File: src/design/fbfl_pkg.sv
// ----------------------------------------------------------------------------
// Free list allocator package
// Shared constants, codes and the command and status structures that pass
// between the controller and the datapath.
// ----------------------------------------------------------------------------
package fbfl_pkg;

  // Slot space and link word layout
  localparam int SLOT_W     = 12;
  localparam int SLOT_SPACE = 4096;
  localparam int LINK_W     = SLOT_W + 1;
  localparam int COUNT_W    = 13;
  localparam int IPP_W      = 9;
  localparam int ISZ_W      = 13;
  localparam int OFFSET_W   = 24;
  localparam int STATUS_W   = 2;
  localparam int PAGES_W    = 5;

  // Default sizing of the pool
  localparam int MAX_PAGES_DEF          = 16;
  localparam int MAX_ITEMS_PER_PAGE_DEF = 256;

  // Reset values of the configuration registers
  localparam logic [IPP_W-1:0] IPP_RESET = 9'd64;
  localparam logic [ISZ_W-1:0] ISZ_RESET = 13'd8;

  // Configuration register indexes
  localparam logic REG_ITEMS_PER_PAGE = 1'b0;
  localparam logic REG_ITEM_SIZE      = 1'b1;

  // Request codes
  localparam logic CMD_ALLOC = 1'b0;
  localparam logic CMD_FREE  = 1'b1;

  // Result status codes
  localparam logic [STATUS_W-1:0] STATUS_OK       = 2'd0;
  localparam logic [STATUS_W-1:0] STATUS_OOM      = 2'd1;
  localparam logic [STATUS_W-1:0] STATUS_BAD_FREE = 2'd2;

  // Commands from the controller to the datapath
  typedef struct packed {
    logic load_item;
    logic free_push;
    logic bad_free;
    logic oom;
    logic fill_start;
    logic fill_step;
    logic read_issue;
    logic pop;
    logic load_out;
  } fbfl_cmd_t;

  // Status from the datapath to the controller
  typedef struct packed {
    logic is_free;
    logic free_bad;
    logic head_valid;
    logic page_fits;
    logic fill_last;
    logic out_free;
  } fbfl_sts_t;

endpackage

File: src/design/fbfl_ctrl.sv
// ----------------------------------------------------------------------------
// Free list allocator controller
// Sequences one request at a time: decode, page build, link read, result.
// ----------------------------------------------------------------------------
module fbfl_ctrl
  import fbfl_pkg::*;
(
  input  logic      clk,
  input  logic      rst_n,
  input  logic      in_valid,
  output logic      in_ready,
  input  fbfl_sts_t sts,
  output fbfl_cmd_t cmd
);

  localparam logic [2:0] ST_IDLE = 3'd0;
  localparam logic [2:0] ST_EXEC = 3'd1;
  localparam logic [2:0] ST_FILL = 3'd2;
  localparam logic [2:0] ST_READ = 3'd3;
  localparam logic [2:0] ST_DONE = 3'd4;

  logic [2:0] state_r;
  logic [2:0] state_nxt;

  // Next state and command decode.
  always_comb begin
    state_nxt = state_r;
    cmd       = '0;
    in_ready  = 1'b0;
    case (state_r)
      ST_IDLE: begin
        in_ready = 1'b1;
        if (in_valid) begin
          cmd.load_item = 1'b1;
          state_nxt     = ST_EXEC;
        end
      end
      ST_EXEC: begin
        if (sts.is_free) begin
          if (sts.free_bad) begin
            cmd.bad_free = 1'b1;
          end else begin
            cmd.free_push = 1'b1;
          end
          state_nxt = ST_DONE;
        end else if (sts.head_valid) begin
          cmd.read_issue = 1'b1;
          state_nxt      = ST_READ;
        end else if (sts.page_fits) begin
          cmd.fill_start = 1'b1;
          state_nxt      = ST_FILL;
        end else begin
          cmd.oom   = 1'b1;
          state_nxt = ST_DONE;
        end
      end
      ST_FILL: begin
        cmd.fill_step = 1'b1;
        if (sts.fill_last) begin
          state_nxt = ST_EXEC;
        end
      end
      ST_READ: begin
        cmd.pop   = 1'b1;
        state_nxt = ST_DONE;
      end
      ST_DONE: begin
        if (sts.out_free) begin
          cmd.load_out = 1'b1;
          state_nxt    = ST_IDLE;
        end
      end
      default: begin
        state_nxt = ST_IDLE;
      end
    endcase
  end

  // State register.
  always_ff @(posedge clk) begin
    if (!rst_n) begin
      state_r <= ST_IDLE;
    end else begin
      state_r <= state_nxt;
    end
  end

endmodule

File: config.mk
export PLATFORM = sky130hd
export DESIGN_NAME = fbfl_ctrl
export DESIGN_NICKNAME = d
export VERILOG_FILES = /design/src/design/fbfl_pkg.sv /design/src/design/fbfl_ctrl.sv
export SDC_FILE = /design/constraint.sdc
export NUM_CORES = 1
export LEC_CHECK = 0
export BUFFER_PORTS_ARGS = -buffer_cell sky130_fd_sc_hd__buf_2
export CAP_MARGIN = 20
export CORE_AREA = 5 5 42 44
export CTS_CLUSTER_DIAMETER = 60
export DETAILED_ROUTE_END_ITERATION = 16
export DIE_AREA = 0 0 47 49
export PLACE_DENSITY = 0.49
export SYNTH_ARGS = -nofsm -noshare
export SYNTH_HDL_FRONTEND = slang
export SYNTH_SLANG_ARGS = --single-unit
File: constraint.sdc
create_clock -name clk -period 1.4 [get_ports clk]
set_clock_uncertainty 0.05 [all_clocks]
set_input_delay 0.28 -clock clk [delete_from_list [all_inputs] [get_ports clk]]
set_output_delay 0.28 -clock clk [all_outputs]
set_load 0.01 [all_outputs]
==> qor.csv, run 1 <==
stage,metric,value,unit
outcome,outcome,finished with violations,
outcome,failing checks,negative setup slack,
timing,Final Hold Vio Count,0,
worst_setup_path,type of origin of the critical path,flop,
route,Via density,4.45,
grt,busiest layer in global routing,met2,
worst_setup_path,R2R Setup Slk,0.05,ns
place,HPWL after detailed placement,627,µm
cts,CTS Root Cell,clkbuf_4,
worst_setup_path,"Max FO, Critical Path",8,
grt,met1 Usage GRT,0.103,
cells_and_area,Filler Cell Count,158,
route,final wirelength,883,µm
timing,worst hold margin,0.276,ns
worst_hold_path,worst hold start,rst_n,
cts,CTS tree,yes,
timing,measured slew at the worst slew-check pin,0.448,ns
timing,min Tclk post-route,1.51,ns
logic_synthesis,Yosys cell types,22,
die,# rows,14,
timing,Final setup viols,5,
die,Core ar.,1400,µm²
grt,first-pass GRT wire length,1480,µm
place,placed cells,70,
place,IO Port Bufs,18,
worst_setup_path,Worst R2R Start,state_r[2]$_SDFFE_PN0P_,
worst_setup_path,Reg2Reg Depth,4,
grt,initial antenna violation count,0,
logic_synthesis,top cell type by total area after synthesis,dfxtp_1,
cts,clk buf depth,2,
cts,H-tree depth,1,
logic_synthesis,"Net Count, Synth",45,
logic_synthesis,Yosys top cell area share,0.216,
cells_and_area,synthesis-to-layout area growth,82.4,%
route,Detail Route Antenna Nets,0,
logic_synthesis,"FF+latch count, synth",3,
route,drt first pass iters,5,
logic_synthesis,Post-Synthesis Cells,36,
worst_setup_path,critical path arrival,1.18,ns
worst_setup_path,CP required,1.07,ns
timing,unrepaired setup endpoints after global routing,yes,
cts,Num CTS Buffers,3,
cts,clk_lat worst skew,0.25,ns
power,VDD IR-drop max,0.000401,V
run,MaxCap Viol Count,0,
cts,clk sinks,3,
grt,GR Layer Usage met2,0.133,
worst_setup_path,"slowest stage delay, CP",0.38,ns
timing,Max Freq,0.663,GHz
cts,"Clk pin slew, worst setup/hold paths",0.04,ns
grt,gr ovfl total,0,
timing,Final period util,1.08,
cells_and_area,register area,68.8,µm²
timing,Final WS setup,-0.108,ns
logic_synthesis,"Cell Area, Synth",278,µm²
route,Initial DRC Count,5,
die,die area,2300,µm²
die,Die Y,49,µm
logic_synthesis,sequential area share after synthesis,0.216,
worst_setup_path,"Buf+Inv Stages, Crit Path",1,
logic_synthesis,prevailing post-synth register cell,dfxtp_1,
worst_setup_path,"Largest delay share family, worst path",simple AND/OR/NAND/NOR gates,
power,Leakage,0.239,nW
place,gpl congestion,0.694,
logic_synthesis,YS warnings,0,
timing,"Slew Viols, Final",0,
cells_and_area,max reg flops,3,
logic_synthesis,number of synthesized flops with an enable pin,0,
logic_synthesis,Synth area leaders,"dfxtp_1, nor4b_2, nor2_1",
cells_and_area,Top Registers,state_r: 3 flops,
die,IO Pins,19,
grt,GR Layer Usage met3,0.0369,
die,Starting Density,0.198,
route,via count,347,
worst_setup_path,Slowest cell on crit path,dfxtp_4,
worst_hold_path,Hold EP,state_r[2]$_SDFFE_PN0P_,
cells_and_area,Nets,72,
logic_synthesis,Syn Area/Cell,7.72,µm²
grt,largest net degree at the start of global routing,9,
worst_setup_path,Worst setup EP type,output port,
worst_setup_path,CP cell instances,nor2_4 -> nand3b_1 -> nor3b_2 -> buf_2,
worst_setup_path,RR Endpoint,state_r[0]$_SDFFE_PN0P_,
cells_and_area,layout cell share with drive strength beyond 1,0.661,
logic_synthesis,fraction of registers with async set or reset after synthesis,0,
route,post-route DRC violation count,0,
timing,relative slew slack,0.701,
die,die width,47,µm
grt,All-Layer GR Usage,0.0921,
cells_and_area,Layout Cells excl Fill,78,
power,Cell Pwr Density,869,nW/µm²
worst_hold_path,min-delay worst type,in2reg,
route,Routed wire per std cell,11.3,µm
worst_hold_path,Hold Crit Depth,3,
grt,vias in the first global route,348,
worst_setup_path,kind of critical path,reg2out,
cells_and_area,multi-input logic area,231,µm²
cells_and_area,ANT cells,0,
cells_and_area,Largest Register,state_r,
[layout by cell type, fill, tap and decap left out]
cell,count
nor4b_4,1
nor4b_2,1
and3_2,1
nand3_1,1
o21ai_0,1
dfxtp_2,1
a211oi_2,1
a2111oi_2,1
inv_1,3
nor2_1,6
nand3b_1,2
nor3_2,2
a21oi_1,2
nand2b_4,1
nor3b_2,1
buf_4,4
or3_1,1
nor2b_1,1
clkbuf_1,1
clkbuf_4,3
dfxtp_4,2
buf_6,3
and2_1,1
nor2_4,1
o311ai_0,1
buf_2,17
and3_1,1
and2_4,1
[per-layer routing]
metal,vias up,wire [µm]
met1,153,340
met3,2,38
li1,182,-
met4,0,22
met5,-,0
met2,10,482
[final cells by class]
cell class / instances / area share
well taps: 16 / 0.0395
clock buffers: 4 / 0.0519
inverters: 3 / 0.0222
repair buffers: 24 / 0.294
multi-input cells: 28 / 0.457
flip-flops and latches: 3 / 0.136
[timing repair]
item	in CTS	in global routing
hold buffers	0	0
endpoints found under the setup margin	10	9
pin swaps	3	5
buffers inserted	4	0
gates resized for setup	12	4
[cell usage after synthesis, drive strengths merged, types with 2 or more instances]
cell type,instances
nand3b,2
dfxtp,3
inv,3
nor4b,2
nor2,7
nor3,2
and3,2
and2,2
a21oi,2
[cell families after synthesis]
| group | synth area share |
|---|---|
| AOI/OAI and AO/OA | 0.185 |
| DFF | 0.216 |
| and+or+nand+nor | 0.505 |
| buffers and inverters | 0.0946 |
[per-stage QoR]
| stage | area [µm²] | worst slack, ns | setup TNS (ns) | utilization | power [W] |
|---|---|---|---|---|---|
| after CTS | 490 | -0.0982 | -0.321 | 0.350 | 0.000439 |
| after detailed placement | 388 | 0.0324 | 0 | 0.277 | 0.000234 |
| after global routing | 507 | -0.193 | -0.899 | 0.362 | 0.000477 |
| after global placement | 388 | 0.0757 | 0 | 0.277 | 0.000232 |
| final | 507 | -0.108 | -0.255 | 0.362 | 0.000440 |
| after floorplan | 278 | 0.0552 | 0 | - | 0.000185 |
[how the worst max path moves through the flow]
stage | startpoint | end | slack [ns] | cells past startpoint
after floorplan | state_r[0]$_SDFFE_PN0P_ | cmd[4] | 0.06 | 3
after global placement | state_r[1]$_SDFFE_PN0P_ | state_r[1]$_SDFFE_PN0P_ | 0.08 | 4
after detailed placement | state_r[2]$_SDFFE_PN0P_ | state_r[0]$_SDFFE_PN0P_ | 0.03 | 3
after CTS | state_r[1]$_SDFFE_PN0P_ | cmd[2] | -0.1 | 3
after global routing | state_r[2]$_SDFFE_PN0P_ | cmd[4] | -0.19 | 4
final | state_r[2]$_SDFFE_PN0P_ | cmd[4] | -0.11 | 4
[worst min-delay path, delay by kind of cell]
kind | cells | cell delay [ns]
buffers and inverters | 2 | 0.13
AOI/OAI and AO/OA | 1 | 0.12
[power breakdown]
group          total, W  internal [W]  switching [W]  leakage (nW)
Combinational  0.000165     0.0000888      0.0000767         0.198
Sequential     0.000108     0.0000936      0.0000139        0.0264
Clock          0.000167      0.000108      0.0000595        0.0150
Total          0.000440      0.000290       0.000150         0.239
Power figures use the tool's default switching activity.
==> inputs of run 2 (changes only) <==
Settings changed: CTS_BUF_LIST set to sky130_fd_sc_hd__clkbuf_2 sky130_fd_sc_hd__clkbuf_4 sky130_fd_sc_hd__clkbuf_8.
==> qor.csv, run 2 (synthesis results as in run 1) <==
stage,metric,value,unit,change
grt,largest net degree at the start of global routing,9,,unchanged
route,Via density,4.46,,was 4.45
cells_and_area,synthesis-to-layout area growth,83.8,%,was 82.4%
timing,Max Freq,0.662,GHz,was 0.663 GHz
timing,measured slew at the worst slew-check pin,0.448,ns,unchanged
place,HPWL after detailed placement,627,µm,unchanged
route,via count,348,,was 347
cells_and_area,"commonest non-fill, non-tap cells in the layout","buf_2, nor2_1, clkbuf_4, buf_4",,"was buf_2, nor2_1, buf_4"
worst_setup_path,type of origin of the critical path,flop,,unchanged
grt,initial antenna violation count,0,,unchanged
cts,clk buf depth,2,,unchanged
power,Leakage,0.243,nW,was 0.239 nW
outcome,outcome,finished with violations,,unchanged
worst_hold_path,min-delay worst type,in2reg,,unchanged
timing,Final setup viols,6,,was 5
cells_and_area,layout cell share with drive strength beyond 1,0.677,,was 0.661
power,Cell Pwr Density,903,nW/µm²,was 869 nW/µm²
timing,relative slew slack,0.701,,unchanged
timing,unrepaired setup endpoints after global routing,yes,,unchanged
cells_and_area,Layout Cells excl Fill,78,,unchanged
route,drt first pass iters,5,,unchanged
cts,CTS tree,yes,,unchanged
grt,vias in the first global route,348,,unchanged
route,Detail Route Antenna Nets,0,,unchanged
cells_and_area,Top Registers,state_r: 3 flops,,unchanged
timing,"Slew Viols, Final",0,,unchanged
timing,Final WS setup,-0.110,ns,was -0.108 ns
grt,All-Layer GR Usage,0.0921,,unchanged
worst_setup_path,CP required,1.07,ns,about the same
route,Initial DRC Count,5,,unchanged
die,IO Pins,19,,unchanged
worst_hold_path,Hold Crit Depth,3,,unchanged
route,post-route DRC violation count,0,,unchanged
timing,setup TNS,-0.263,ns,was -0.255 ns
route,Routed wire per std cell,11.4,µm,was 11.3 µm
power,VDD IR-drop max,0.000394,V,was 0.000401 V
place,placed cells,70,,unchanged
cells_and_area,ANT cells,0,,unchanged
cts,"Clk pin slew, worst setup/hold paths",0.04,ns,about the same
worst_setup_path,Worst setup EP type,output port,,unchanged
die,die width,47,µm,unchanged
worst_setup_path,critical path arrival,1.18,ns,about the same
cts,"Hold-fix buffers, CTS",0,,unchanged
place,IO Port Bufs,18,,unchanged
cells_and_area,Largest Register,state_r,,unchanged
route,final wirelength,887,µm,was 883 µm
worst_hold_path,Hold EP,state_r[2]$_SDFFE_PN0P_,,unchanged
die,die area,2300,µm²,unchanged
cts,clk sinks,3,,unchanged
worst_hold_path,worst hold start,rst_n,,unchanged
worst_setup_path,Worst R2R Start,state_r[2]$_SDFFE_PN0P_,,unchanged
cells_and_area,"commonest non-fill, non-tap cell in the layout",buf_2,,unchanged
cts,H-tree depth,1,,unchanged
timing,Final period util,1.08,,about the same
grt,gr ovfl total,0,,unchanged
die,Starting Density,0.198,,unchanged
outcome,failing checks,negative setup slack,,unchanged
cells_and_area,Nets,72,,unchanged
worst_setup_path,RR Endpoint,state_r[0]$_SDFFE_PN0P_,,unchanged
worst_setup_path,kind of critical path,reg2out,,unchanged
die,Die Y,49,µm,unchanged
run,MaxCap Viol Count,0,,unchanged
worst_setup_path,Reg2Reg Depth,4,,unchanged
worst_setup_path,R2R Setup Slk,0.05,ns,about the same
timing,Final Hold Vio Count,0,,unchanged
cts,clk_lat worst skew,0.25,ns,about the same
die,Core ar.,1400,µm²,unchanged
grt,first-pass GRT wire length,1480,µm,unchanged
cts,CTS Root Cell,clkbuf_4,,unchanged
die,# rows,14,,unchanged
cts,Num CTS Buffers,3,,unchanged
place,gpl congestion,0.694,,unchanged
cells_and_area,max reg flops,3,,unchanged
worst_setup_path,"Max FO, Critical Path",8,,unchanged
timing,min Tclk post-route,1.51,ns,about the same
[run 2: cell count changes in the layout (fill, tap and decap cells not counted)]
cell and change:
clkbuf_1 -1, clkbuf_4 +1
[run 2: stage by stage]
step           hold WS [ns]  power, W  worst slack [ns]  area (µm²)   util
2_1_floorplan         0.412  0.000185            0.0552         278      -
3_3_place_gp          0.541  0.000232            0.0757         388  0.277
3_5_place_dp          0.525  0.000234            0.0324         388  0.277
4_1_cts               0.277  0.000460            -0.100         494  0.353
5_1_grt               0.297  0.000497            -0.193         510  0.364
6_report              0.275  0.000461            -0.110         510  0.364
[run 2: worst max path at each step]
stage	from	endpoint	cells after the start
after floorplan	state_r[0]$_SDFFE_PN0P_	cmd[4]	3
after global placement	state_r[1]$_SDFFE_PN0P_	state_r[1]$_SDFFE_PN0P_	4
after detailed placement	state_r[2]$_SDFFE_PN0P_	state_r[0]$_SDFFE_PN0P_	3
after CTS	state_r[1]$_SDFFE_PN0P_	cmd[2]	3
after global routing	state_r[2]$_SDFFE_PN0P_	cmd[4]	4
final	state_r[2]$_SDFFE_PN0P_	cmd[4]	4
[run 2: what timing repair did]
action                                  CTS  global route
buffers inserted                          4             0
gates resized for setup                  12             4
endpoints found under the setup margin   10             9
pin swaps                                 3             5
[run 2: where the power goes]
group	switching [W]	total (W)	internal [W]
Combinational	0.0000767	0.000165	0.0000888
Clock	0.0000610	0.000188	0.000127
Sequential	0.0000139	0.000108	0.0000936
[run 2: layer usage]
metal | wire length (µm) | vias up | global-route usage | share of wire
li1 | - | 181 | - | -
met1 | 342 | 155 | 0.103 | 0.39
met2 | 483 | 10 | 0.133 | 0.54
met3 | 38 | 2 | 0.0369 | 0.043
met4 | 22 | 0 | 0.0691 | 0.025
met5 | 0 | - | 0 | 0
[run 2: critical path, cell delays in order (launching register included)]
cell	delay, ns
dfxtp_4	0.38
nor2_4	0.09
nand3b_1	0.12
nor3b_2	0.19
buf_2	0.15
[run 2: area by class of cell]
| type | instances | area (µm²) |
|---|---|---|
| tap | 16 | 20.0 |
| sequential | 3 | 68.8 |
| fill | 158 | 891 |
| clock buffer | 4 | 30.0 |
| multi-input combinational | 28 | 231 |
| timing repair buffer | 24 | 149 |
| inverter | 3 | 11.3 |
